==> config.mk <==
export PLATFORM = sky130hd
export DESIGN_NAME = servo_bus_packet_parser
export DESIGN_NICKNAME = d
export VERILOG_FILES = /design/src/hw/rtl/sbp_pkg.sv /design/src/hw/rtl/servo_bus_packet_parser.sv /design/src/hw/rtl/sbp_ram.sv /design/src/hw/rtl/sbp_ctrl.sv /design/src/hw/rtl/sbp_datapath.sv
export SDC_FILE = /design/constraint.sdc
export NUM_CORES = 1
export LEC_CHECK = 0
export BUFFER_PORTS_ARGS = -buffer_cell sky130_fd_sc_hd__buf_4
export CAP_MARGIN = 20
export CORE_UTILIZATION = 55
export CTS_CLUSTER_SIZE = 10
export DETAILED_ROUTE_END_ITERATION = 12
export PLACE_DENSITY_LB_ADDON = 0.15
export SETUP_SLACK_MARGIN = 0.02
export SYNTH_ARGS = -nofsm -noshare
export SYNTH_HDL_FRONTEND = slang
export SYNTH_HIERARCHICAL = 1
export SYNTH_SLANG_ARGS = --single-unit
export TNS_END_PERCENT = 5
==> constraint.sdc <==
create_clock -name clk -period 4.4 [get_ports clk]
set_clock_uncertainty 0.05 [all_clocks]
set_input_delay 0.44 -clock clk [delete_from_list [all_inputs] [get_ports clk]]
set_output_delay 0.44 -clock clk [all_outputs]
set_load 0.02 [all_outputs]
==> src/hw/rtl/sbp_pkg.sv <==
// Shared types and constants for the servo-bus packet parser.
package sbp_pkg;

  localparam int MAX_PARAMS_DEFAULT = 32;
  localparam int BYTE_W             = 8;
  localparam int COUNT_W            = 6;
  localparam int INDEX_W            = 5;

  localparam logic [BYTE_W-1:0] HDR_BYTE = 8'hFF;
  localparam logic [BYTE_W-1:0] LEN_BIAS = 8'd2;

  // Commands from the controller to the datapath.
  typedef struct packed {
    logic ld_id;     // take the id byte, start the running sum
    logic ld_len;    // take the length byte, derive the parameter count
    logic ld_cmd;    // take the instruction byte, clear the index
    logic ld_param;  // store one parameter byte and advance the index
    logic clr_idx;   // rewind the index (start or end of a result run)
    logic adv_idx;   // step to the next stored parameter
  } dp_cmd_t;

  // Status from the datapath back to the controller.
  typedef struct packed {
    logic hdr_ok;    // incoming byte is a header byte
    logic more;      // more parameter bytes are expected
    logic full;      // parameter buffer has no room left
    logic sum_ok;    // incoming byte matches the checksum
    logic is_last;   // result being shown is the final one of the run
  } dp_status_t;

endpackage

==> src/hw/rtl/servo_bus_packet_parser.sv <==
// Top level of the servo-bus packet parser: controller, datapath and checks.
//
// Usage: received bytes enter on the input channel (rx_byte with in_valid,
// in_stall), one item per byte. The parser hunts for two 0xFF header bytes,
// then takes id, length, instruction, length-2 parameter bytes and finally a
// checksum byte, the inverse of the low byte of the sum of id, length,
// instruction and parameters. The input is never stalled while a packet is
// being parsed. A good packet yields a run of result items on the output
// channel (out_valid, out_stall), one per parameter byte, or a single item
// with zero index and value if there are none; last marks the final item.
// The run starts in the cycle after the checksum byte and gives one item per
// cycle while the receiver does not stall; the parameter buffer's single
// read port sets that pace. During the run in_stall is high. A stalled
// receiver holds the current item steady and simply lengthens the run. Bad
// checksums and packets longer than the buffer are dropped with no result.
// Reset is synchronous: it returns the parser to the header hunt at once,
// and the buffer needs no clearing since only bytes of the current packet
// are read.
module servo_bus_packet_parser #(
  parameter int MAX_PARAMS = sbp_pkg::MAX_PARAMS_DEFAULT
) (
  input  logic                          clk,
  input  logic                          rst,
  input  logic                          in_valid,
  output logic                          in_stall,
  input  logic [sbp_pkg::BYTE_W-1:0]    rx_byte,
  output logic                          out_valid,
  input  logic                          out_stall,
  output logic [sbp_pkg::BYTE_W-1:0]    device_id,
  output logic [sbp_pkg::BYTE_W-1:0]    command,
  output logic [sbp_pkg::COUNT_W-1:0]   param_count,
  output logic [sbp_pkg::INDEX_W-1:0]   param_index,
  output logic [sbp_pkg::BYTE_W-1:0]    param_value,
  output logic                          last
);

  sbp_pkg::dp_cmd_t    cmd;
  sbp_pkg::dp_status_t status;

  // The controller sequences the byte phases and the result run.
  sbp_ctrl u_ctrl (
    .clk      (clk),
    .rst      (rst),
    .in_valid (in_valid),
    .in_stall (in_stall),
    .out_valid(out_valid),
    .out_stall(out_stall),
    .status   (status),
    .cmd      (cmd)
  );

  // The datapath holds the packet fields, checksum and parameter buffer.
  sbp_datapath #(
    .MAX_PARAMS(MAX_PARAMS)
  ) u_datapath (
    .clk        (clk),
    .rst        (rst),
    .rx_byte    (rx_byte),
    .cmd        (cmd),
    .status     (status),
    .device_id  (device_id),
    .command    (command),
    .param_count(param_count),
    .param_index(param_index),
    .param_value(param_value),
    .last       (last)
  );

  // No byte is taken while a result run is in progress.
  assert property (@(posedge clk) disable iff (rst) out_valid |-> in_stall)
    else $error("input accepted during a result run");

  // A run always begins at index zero.
  assert property (@(posedge clk) disable iff (rst)
    $rose(out_valid) |-> (param_index == '0))
    else $error("result run did not start at index zero");

  // Within a run, each taken non-final item is followed by the next index.
  assert property (@(posedge clk) disable iff (rst)
    out_valid && !out_stall && !last |=>
      out_valid && (param_index == sbp_pkg::INDEX_W'($past(param_index) + 1'b1)))
    else $error("result run skipped or repeated an index");

  // Once the final item is taken the run is over.
  assert property (@(posedge clk) disable iff (rst)
    out_valid && !out_stall && last |=> !out_valid)
    else $error("result run continued past its final item");

endmodule

==> src/hw/rtl/sbp_ram.sv <==
// Generic single-write, single-read RAM with registered read data.
module sbp_ram #(
  parameter int WIDTH = 8,
  parameter int DEPTH = 32,
  parameter int ADDR_W = (DEPTH > 1) ? $clog2(DEPTH) : 1
) (
  input  logic              clk,
  input  logic              we,
  input  logic [ADDR_W-1:0] waddr,
  input  logic [WIDTH-1:0]  wdata,
  input  logic [ADDR_W-1:0] raddr,
  output logic [WIDTH-1:0]  rdata
);

  logic [WIDTH-1:0] mem [DEPTH];

  always_ff @(posedge clk) begin
    if (we) begin
      mem[waddr] <= wdata;
    end
    rdata <= mem[raddr];
  end

endmodule

==> src/hw/rtl/sbp_ctrl.sv <==
// Controller state machine for the servo-bus packet parser.
module sbp_ctrl (
  input  logic                 clk,
  input  logic                 rst,
  input  logic                 in_valid,
  output logic                 in_stall,
  output logic                 out_valid,
  input  logic                 out_stall,
  input  sbp_pkg::dp_status_t  status,
  output sbp_pkg::dp_cmd_t     cmd
);

  localparam logic [2:0] S_HDR0  = 3'd0;
  localparam logic [2:0] S_HDR1  = 3'd1;
  localparam logic [2:0] S_ID    = 3'd2;
  localparam logic [2:0] S_LEN   = 3'd3;
  localparam logic [2:0] S_CMD   = 3'd4;
  localparam logic [2:0] S_PARAM = 3'd5;
  localparam logic [2:0] S_EMIT  = 3'd6;

  logic [2:0] state;
  logic [2:0] state_next;
  logic       acc;

  assign in_stall  = (state == S_EMIT);
  assign out_valid = (state == S_EMIT);
  assign acc       = in_valid && !in_stall;

  always_comb begin
    state_next = state;
    cmd        = '0;
    unique case (state)
      S_HDR0: begin
        if (acc) begin
          state_next = status.hdr_ok ? S_HDR1 : S_HDR0;
        end
      end
      S_HDR1: begin
        if (acc) begin
          state_next = status.hdr_ok ? S_ID : S_HDR0;
        end
      end
      S_ID: begin
        if (acc) begin
          cmd.ld_id  = 1'b1;
          state_next = S_LEN;
        end
      end
      S_LEN: begin
        if (acc) begin
          cmd.ld_len = 1'b1;
          state_next = S_CMD;
        end
      end
      S_CMD: begin
        if (acc) begin
          cmd.ld_cmd = 1'b1;
          state_next = S_PARAM;
        end
      end
      S_PARAM: begin
        if (acc) begin
          if (status.more) begin
            if (status.full) begin
              state_next = S_HDR0;
            end else begin
              cmd.ld_param = 1'b1;
            end
          end else if (status.sum_ok) begin
            cmd.clr_idx = 1'b1;
            state_next  = S_EMIT;
          end else begin
            state_next = S_HDR0;
          end
        end
      end
      S_EMIT: begin
        if (!out_stall) begin
          if (status.is_last) begin
            cmd.clr_idx = 1'b1;
            state_next  = S_HDR0;
          end else begin
            cmd.adv_idx = 1'b1;
          end
        end
      end
      default: begin
        state_next = S_HDR0;
      end
    endcase
  end

  always_ff @(posedge clk) begin
    if (rst) begin
      state <= S_HDR0;
    end else begin
      state <= state_next;
    end
  end

endmodule

==> src/hw/rtl/sbp_datapath.sv <==
// Datapath: held packet fields, running checksum, parameter buffer and index.
module sbp_datapath #(
  parameter int MAX_PARAMS = sbp_pkg::MAX_PARAMS_DEFAULT
) (
  input  logic                          clk,
  input  logic                          rst,
  input  logic [sbp_pkg::BYTE_W-1:0]    rx_byte,
  input  sbp_pkg::dp_cmd_t              cmd,
  output sbp_pkg::dp_status_t           status,
  output logic [sbp_pkg::BYTE_W-1:0]    device_id,
  output logic [sbp_pkg::BYTE_W-1:0]    command,
  output logic [sbp_pkg::COUNT_W-1:0]   param_count,
  output logic [sbp_pkg::INDEX_W-1:0]   param_index,
  output logic [sbp_pkg::BYTE_W-1:0]    param_value,
  output logic                          last
);

  localparam int CNT_W  = $clog2(MAX_PARAMS + 1);
  localparam int ADDR_W = (MAX_PARAMS > 1) ? $clog2(MAX_PARAMS) : 1;

  logic [sbp_pkg::BYTE_W-1:0] held_id;
  logic [sbp_pkg::BYTE_W-1:0] held_command;
  logic [sbp_pkg::BYTE_W-1:0] expected_count;
  logic [sbp_pkg::BYTE_W-1:0] running_sum;
  logic [CNT_W-1:0]           idx;
  logic [CNT_W-1:0]           idx_next;
  logic [ADDR_W-1:0]          rd_addr;
  logic [sbp_pkg::BYTE_W-1:0] rd_data;
  logic [31:0]                idx_wide;
  logic                       no_params;

  assign idx_wide  = 32'(idx);
  assign no_params = (expected_count == '0);

  always_comb begin
    idx_next = idx;
    if (cmd.ld_cmd || cmd.clr_idx) begin
      idx_next = '0;
    end else if (cmd.ld_param || cmd.adv_idx) begin
      idx_next = CNT_W'(idx_wide + 32'd1);
    end
  end

  // The read address follows the next index, so the registered read data holds
  // the entry at the current index whenever that index lies within the buffer.
  assign rd_addr = (32'(idx_next) < MAX_PARAMS) ? idx_next[ADDR_W-1:0] : '0;

  sbp_ram #(
    .WIDTH (sbp_pkg::BYTE_W),
    .DEPTH (MAX_PARAMS),
    .ADDR_W(ADDR_W)
  ) u_param_ram (
    .clk  (clk),
    .we   (cmd.ld_param),
    .waddr(idx[ADDR_W-1:0]),
    .wdata(rx_byte),
    .raddr(rd_addr),
    .rdata(rd_data)
  );

  always_ff @(posedge clk) begin
    if (rst) begin
      idx <= '0;
    end else begin
      idx <= idx_next;
    end
  end

  always_ff @(posedge clk) begin
    if (cmd.ld_id) begin
      held_id     <= rx_byte;
      running_sum <= rx_byte;
    end
    if (cmd.ld_len) begin
      expected_count <= rx_byte - sbp_pkg::LEN_BIAS;
      running_sum    <= running_sum + rx_byte;
    end
    if (cmd.ld_cmd) begin
      held_command <= rx_byte;
      running_sum  <= running_sum + rx_byte;
    end
    if (cmd.ld_param) begin
      running_sum <= running_sum + rx_byte;
    end
  end

  assign status.hdr_ok  = (rx_byte == sbp_pkg::HDR_BYTE);
  assign status.more    = (idx_wide < 32'(expected_count));
  assign status.full    = (idx_wide >= MAX_PARAMS);
  assign status.sum_ok  = (~running_sum == rx_byte);
  assign status.is_last = no_params || ((idx_wide + 32'd1) == 32'(expected_count));

  assign device_id   = held_id;
  assign command     = held_command;
  assign param_count = expected_count[sbp_pkg::COUNT_W-1:0];
  assign param_index = no_params ? '0 : idx_wide[sbp_pkg::INDEX_W-1:0];
  assign param_value = no_params ? '0 : rd_data;
  assign last        = status.is_last;

endmodule

==> metrics.md, run 1 <==
| Metric | Value |
|---|---|
| Synth top area cells | `edfxtp_1 68%, mux4_2 14%, dfxtp_1 2.7%` |
| Post-synth top area share | `0.684` |
| VDD IR max | `247 µV` |
| Max Used Layer | `met4` |
| Placed instance area | `13700 µm²` |
| Worst Path Max Fanout | `7` |
| Synthesis-stage register bit count | `305` |
| Minimum clock period | `4350 ps` |
| Die area | `23600 µm²` |
| Worst-margin pin slew | `948 ps` |
| CTS tree | `yes` |
| # hold bufs at CTS | `0` |
| Outcome | `finished clean` |
| DRT antenna net count | `0` |
| Initial antenna violation count | `0` |
| Routed wl met3 | `between 1500 and 2000 µm` |
| TritonRoute pass-1 iters | `4` |
| Switch Pwr | `0.00118 W` |
| Antenna diodes | `0` |
| Clk pwr share | `0.433` |
| Fmax | `between 200 and 250 MHz` |
| CP startpoint kind | `register` |
| Syn_nets | `700` |
| Wire per inst | `26.1 µm` |
| Drt total wl | `between 20000 and 30000 µm` |
| TNS Setup | `0 ps` |
| PD cells | `slightly above 400 nW/µm²` |
| Chip Width | `roughly 150 µm` |
| Clk slew on worst S/H paths | `around 60 ps` |
| CTS buffer count | `36` |
| Post-synthesis sequential area ratio | `0.711` |
| Critical path required time | `4730 ps` |
| Final setup viols | `0` |
| Reg2Reg Setup Slack | `50 ps` |
| Worst skew pair latency | `500 ps` |
| Boundary pin count | `50` |
| Clock root buffer | `clkbuf_16` |
| Synth warnings | `6` |
| GPL Wtd Cong | `roughly 0.87` |
| LEAKAGE | `around 4.9 nW` |
| Die height | `154 µm` |
| Fin nets | `813` |
| Cell count after synthesis | `671` |
| Slew HR | `0.366` |
| Data arrival, critical path | `4680 ps` |
| Post-route clock period utilization | `0.988` |
| Largest net degree at the start of global routing | `40` |
| Internal | `0.00480 W` |
| Design area | `14800 µm²` |
| # DRC | `0` |
| Max-Cap Viols | `0` |
| GRT Util Overall | `0.250` |
| Global-route wire length before repair | `roughly 43000 µm` |
| Slew Limit Fails | `0` |
| Sw Share | `0.197` |
| Share of cells above drive strength 1 | `0.324` |
| Placement Setup Slack | `-56.2 ps` |
| Worst Setup End Kind | `register` |
| Most used flip-flop cell after synthesis | `edfxtp_1` |
| Hold Path Class | `in2reg` |
| Largest area contributor in the synthesized netlist | `edfxtp_1` |
| RSZ-0062 raised after global routing | `true` |
| Unique masters post-synth | `55` |
| FP Rows | `55` |
| Via density | `6.18` |
| Crit path kind | `reg2reg` |
| Core area | `around 23000 µm²` |
| Final critical-path setup slack | `between 50 and 60 ps` |
| Drt first-iter violations | `between 500 and 600` |
| Vias in the first global route | `6995` |
| Combinational Power Share | `0.032` |
| Met2 WL post-DR | `about 14000 µm` |
| Clk sinks | `about 310` |
| Grt ovf | `0` |
| PortBufs | `49` |
| Cell area after synthesis | `12600 µm²` |
| Wl on met1 | `11800 µm` |
| Synth-to-layout area growth | `17.3%` |
| Starting Density | `0.560` |
| Syn Area/Cell | `18.8 µm²` |
| Post-synth EDFFs | `between 200 and 300` |
| Flop pwr share | `0.534` |
| Post-DP HPWL | `~18000 µm` |
| Clock Path Buffers | `3` |
| H-tree depth | `2` |
| Final hold violation count | `0` |
| Detailed-route via count | `6715` |
| Ys async rst share | `0` |
-- timing repair --
action | in CTS | in global routing
setup buffers | 0 | 3
setup endpoints to repair | 8 | 8
pin swaps | 1 | 10
resized for setup | 1 | 17
cloned | 0 | 2
-- state kept, by name (all words and copies together), names as in the netlist --
name                          cells
u_datapath/command                8
u_datapath/expected_count         8
u_ctrl/state                      3
u_datapath/u_param_ram/rdata      8
u_datapath/u_param_ram/mem      256
u_datapath/idx                    6
u_datapath/running_sum            8
u_datapath/device_id              8
-- synthesized netlist by cell type, types with 2 or more instances --
library cell / instances
and2_1: 11
o21ai_1: 3
edfxtp_1: 288
nand4b_1: 2
nor4_2: 2
xor2_1: 11
o21ai_0: 3
mux2_2: 8
o21a_1: 4
buf_6: 3
nand3_1: 7
mux2i_1: 3
ha_1: 16
nand2_1: 16
dfxtp_1: 17
buf_4: 14
a211oi_1: 3
mux4_2: 80
nor3b_1: 3
buf_2: 3
nor2b_1: 2
nand3b_1: 7
clkbuf_1: 9
nor3_1: 10
o31ai_1: 5
nor2_1: 56
o31a_1: 2
buf_1: 6
or3_1: 3
nor4_1: 2
or3b_2: 3
a21o_1: 2
nand4_1: 4
and3_1: 4
xnor2_1: 8
a21oi_1: 11
inv_1: 17
nand2b_1: 6
-- cell usage in the layout, fill, tap and decap left out, types with 8 or more instances in the layout --
cell / netlist / layout
a21oi_1: 11 / 10
and2_1: 11 / 11
buf_4: 14 / 98
clkbuf_1: 9 / 18
clkbuf_16: 0 / 39
dfxtp_1: 17 / 17
edfxtp_1: 288 / 288
ha_1: 16 / 15
inv_1: 17 / 17
mux4_2: 80 / 80
nand2_1: 16 / 14
nor2_1: 56 / 53
nor3_1: 10 / 10
xnor2_1: 8 / 8
xor2_1: 11 / 11
-- power groups by stage --
stage / sequential (W) / combinational [W] / clock (W)
CTS: 0.00319 / 0.000192 / 0.00263
global placement: 0.00325 / 0.000183 / 0
floorplan: 0.00325 / 0.0000917 / 0
global route: 0.00319 / 0.000209 / 0.00274
finish: 0.00319 / 0.000194 / 0.00259
detailed placement: 0.00325 / 0.000191 / 0
-- layer usage --
| layer | vias up | global-route usage |
|---|---|---|
| li1 | 2909 | - |
| met1 | 3480 | 0.353 |
| met2 | 287 | 0.408 |
| met3 | 39 | 0.0409 |
| met4 | 0 | 0.0700 |
| met5 | - | 0 |
-- logic make-up (layout without fill, tap and decap cells) --
group                      Yosys count  count (layout)  share of synthesized area
muxes                               91              91                      0.152
AOI/OAI and AO/OA                   41              41                     0.0226
buffers and inverters               52             183                     0.0217
xor gates and xnor gates            19              19                     0.0132
adders and majority gates           17              17                     0.0174
DFF                                305             305                      0.711
and+or+nand+nor                    146             146                     0.0621
-- layout make-up --
class | count | area, µm²
Multi-Input combinational cell | 314 | 3450
Sequential cell | 305 | 8990
Clock inverter | 1 | 7.51
Clock buffer | 55 | 993
Tap cell | 285 | 357
Inverter | 17 | 63.8
Timing Repair Buffer | 110 | 963
Fill cell | 1553 | 7750
-- worst paths after layout --
check / start / endpoint / depth (start not counted)
max reg2reg: u_datapath/expected_count[1]$_DFFE_PP_ / u_datapath/u_param_ram/rdata[1]$_DFF_P_ / 19
max: u_datapath/expected_count[1]$_DFFE_PP_ / u_datapath/u_param_ram/rdata[1]$_DFF_P_ / 19
min reg2reg: u_ctrl/state[1]$_SDFFE_PP0P_ / u_ctrl/state[1]$_SDFFE_PP0P_ / 2
min: rst / u_ctrl/state[2]$_SDFFE_PP0P_ / 2
-- per-stage QoR --
| step | hold slack (ps) | std cells | util | total power, W |
|---|---|---|---|---|
| floorplan | 463 | 671 | - | 0.00335 |
| global placement | 521 | 1026 | 0.606 | 0.00344 |
| detailed placement | 536 | 1026 | 0.606 | 0.00344 |
| CTS | 80.6 | 1082 | 0.650 | 0.00602 |
| global route | 79.6 | 1087 | 0.657 | 0.00614 |
| finish | 102 | 1087 | 0.657 | 0.00598 |
-- worst max-delay path: stages, from the launching register on --
cell,delay (ps)
edfxtp_1,390
inv_1,70
ha_1,210
a21o_1,180
a21oi_2,130
o21ai_2,80
o31ai_4,260
nand2_2,100
nor3_4,180
and3_4,200
nor2_2,40
nand4b_1,170
xor2_1,180
nand2_1,130
nor2_4,190
buf_6,150
buf_12,130
mux4_2,560
mux4_2,540
mux2_4,290
(Power assumes the default switching activity.)
==> run 2: changes to the inputs <==
--- a/config.mk
+++ b/config.mk
@@ -5,9 +5,11 @@
 export SDC_FILE = /design/constraint.sdc
 export NUM_CORES = 1
 export LEC_CHECK = 0
-export BUFFER_PORTS_ARGS = -buffer_cell sky130_fd_sc_hd__buf_4
+export BUFFER_PORTS_ARGS = -buffer_cell sky130_fd_sc_hd__buf_2
 export CAP_MARGIN = 20
+export CORE_MARGIN = 2
 export CORE_UTILIZATION = 55
+export CTS_CLUSTER_DIAMETER = 150
 export CTS_CLUSTER_SIZE = 10
 export DETAILED_ROUTE_END_ITERATION = 12
 export PLACE_DENSITY_LB_ADDON = 0.15
==> metrics.md, run 2 (same netlist as run 1, synthesis figures left out) <==
| Metric | Value |
|---|---|
| Initial antenna violation count | `0 (unchanged)` |
| Core area | `22600 µm² (unchanged)` |
| Placed instance area | `13600 µm² (-0.22%)` |
| Drt first-iter violations | `686 (+17%)` |
| Via density | `6.05 (-2.0%)` |
| Die height | `156 µm (+1.3%)` |
| CTS tree | `yes` |
| H-tree depth | `2 (unchanged)` |
| CP startpoint kind | `register` |
| GRT Util Overall | `0.244 (-0.00597)` |
| RR Startpoint | `u_datapath/idx[1]$_SDFF_PP0_` |
| R2r endpoint | `u_datapath/u_param_ram/rdata[7]$_DFF_P_` |
| Grt ovf | `0 (unchanged)` |
| Reg2Reg Setup Slack | `40 ps (about the same)` |
| Chip Width | `156 µm (+1.3%)` |
| Clk slew on worst S/H paths | `50 ps (about the same)` |
| Post-route clock period utilization | `0.990 (+0.00141)` |
| Hold Path Class | `in2reg` |
| CTS buffer count | `36 (unchanged)` |
| Slew Limit Fails | `0 (unchanged)` |
| Fin nets | `814 (+0.12%)` |
| Clk sinks | `305 (unchanged)` |
| TNS Setup | `0 ps (unchanged)` |
| Final hold violation count | `0 (unchanged)` |
| Minimum clock period | `4360 ps (+6.22 ps)` |
| Placement Setup Slack | `-25.0 ps (+31.1 ps)` |
| Die area | `24200 µm² (+2.6%)` |
| Starting Density | `0.560 (unchanged)` |
| Slew HR | `0.366 (about the same)` |
| Design area | `14700 µm² (-0.73%)` |
| Wire per inst | `25.9 µm (-0.57%)` |
| LEAKAGE | `4.84 nW (-0.40%)` |
| Share of cells above drive strength 1 | `0.320 (-0.00404)` |
| Final critical-path setup slack | `44.8 ps (-6.22 ps)` |
| Crit. Startpoint | `u_datapath/idx[1]$_SDFF_PP0_` |
| Vias in the first global route | `6883 (-1.6%)` |
| Worst Path Max Fanout | `11 (+4)` |
| Final Instance Count excl. Fillers | `1095 (+0.74%)` |
| Post-DP HPWL | `18100 µm (-1.2%)` |
| Worst skew pair latency | `520 ps (+20 ps)` |
| Max reg flops | `256 (unchanged)` |
| Worst Reg-to-Reg Cells | `16 (-3)` |
| Worst Setup EP | `u_datapath/u_param_ram/rdata[7]$_DFF_P_` |
| Most flops, register | `u_datapath/u_param_ram/mem` |
| Commonest cells after routing, fill and taps aside | `288 x edfxtp_1, 80 x mux4_2, 53 x nor2_1` |
| TritonRoute pass-1 iters | `5 (+1)` |
| # DRC | `0 (unchanged)` |
| PD cells | `410 nW/µm² (+1.6%)` |
| # hold bufs at CTS | `0 (unchanged)` |
| Max-Cap Viols | `0 (unchanged)` |
| Worst Setup End Kind | `register` |
| DRT antenna net count | `0 (unchanged)` |
| PortBufs | `49 (unchanged)` |
| Global-route wire length before repair | `42800 µm (-0.53%)` |
| FP Rows | `55 (unchanged)` |
| Commonest non-fill, non-tap cell in the layout | `edfxtp_1` |
| Final setup viols | `0 (unchanged)` |
| Worst-margin pin slew | `948 ps (-0.292 ps)` |
| Clock root buffer | `clkbuf_16` |
| GPL Wtd Cong | `0.869 (about the same)` |
| Synth-to-layout area growth | `16.4%` |
| Data arrival, critical path | `4710 ps (+30 ps)` |
| Drt total wl | `28400 µm (+0.17%)` |
| Clock Path Buffers | `3 (unchanged)` |
| Crit path kind | `reg2reg` |
| Boundary pin count | `50 (unchanged)` |
| Hold_ws | `141 ps (+39.5 ps)` |
| Detailed-route via count | `6629 (-1.3%)` |
| Fillers | `1587 (+2.2%)` |
| Outcome | `finished clean` |
| Fmax | `230 MHz (-0.14%)` |
| RSZ-0062 raised after global routing | `true` |
| VDD IR max | `338 µV (+37%)` |
| Placed cells | `1030 (+0.39%)` |
| Critical path required time | `4750 ps (+20 ps)` |
| Largest net degree at the start of global routing | `40 (unchanged)` |
[run 2: changes by cell type in the layout (fill, tap and decap cells not counted), sizes merged]
cell / before / now
buf: 108 / 111
clkbuf: 57 / 59
inv: 17 / 19
diode: 0 / 1
[run 2: stage by stage]
stage,utilization,total power (W)
2_1_floorplan,-,0.00335
3_3_place_gp,0.604,0.00344
3_5_place_dp,0.604,0.00344
4_1_cts,0.651,0.00607
5_1_grt,0.652,0.00620
6_report,0.652,0.00603
[run 2: worst min-delay path by stage]
stage                                 startpoint                      endpoint  slack (ps)  depth (start not counted)
global route                                 rst  u_ctrl/state[2]$_SDFFE_PP0P_         140                          2
floorplan                                    rst  u_ctrl/state[2]$_SDFFE_PP0P_         460                          1
detailed placement  u_ctrl/state[1]$_SDFFE_PP0P_  u_ctrl/state[1]$_SDFFE_PP0P_         530                          2
finish                                       rst  u_ctrl/state[2]$_SDFFE_PP0P_         140                          2
CTS                                          rst  u_ctrl/state[2]$_SDFFE_PP0P_         110                          2
global placement    u_ctrl/state[1]$_SDFFE_PP0P_  u_ctrl/state[1]$_SDFFE_PP0P_         530                          2
[run 2: area by class of cell]
class,count,area (µm²),area share
Antenna cell,1,2.50,0.000170
Clock buffer,59,1010,0.0685
Clock inverter,3,25.0,0.00170
Inverter,17,63.8,0.00434
Multi-Input combinational cell,314,3420,0.233
Sequential cell,305,8990,0.611
Tap cell,285,357,0.0242
Timing Repair Buffer,111,848,0.0576
[run 2: layer usage]
layer | vias to the layer above | global-route usage | share of wire
li1 | 2914 | - | -
met1 | 3410 | 0.346 | 0.42
met2 | 256 | 0.392 | 0.49
met5 | - | 0 | 0
met4 | 0 | 0.0869 | 0.033
met3 | 49 | 0.0403 | 0.062
[run 2: worst max-delay path: stages (launching register included)]
cell and delay [ps]:
dfxtp_1 410, ha_1 330, o21ai_1 110, o22a_1 200, o2111ai_1 230, a22oi_2 130
nor3_1 370, nor2_2 80, nand4b_1 190, xor2_1 180, nand2_1 130, nor2_4 150
buf_12 170, buf_12 170, mux4_2 530, mux4_2 540, mux2_2 280
[run 2: what timing repair did]
action,in CTS,in global routing
resized for setup,1,4
buffers inserted,2,0
pin swaps,0,2
endpoints found under the setup margin,8,8
[run 2: power breakdown]
| group | leakage (nW) | internal (W) | switching (W) |
|---|---|---|---|
| clock network | 0.491 | 0.00156 | 0.00108 |
| logic | 1.62 | 0.0000673 | 0.000122 |
| registers | 2.73 | 0.00319 | 0.00000709 |
| total | 4.84 | 0.00481 | 0.00121 |
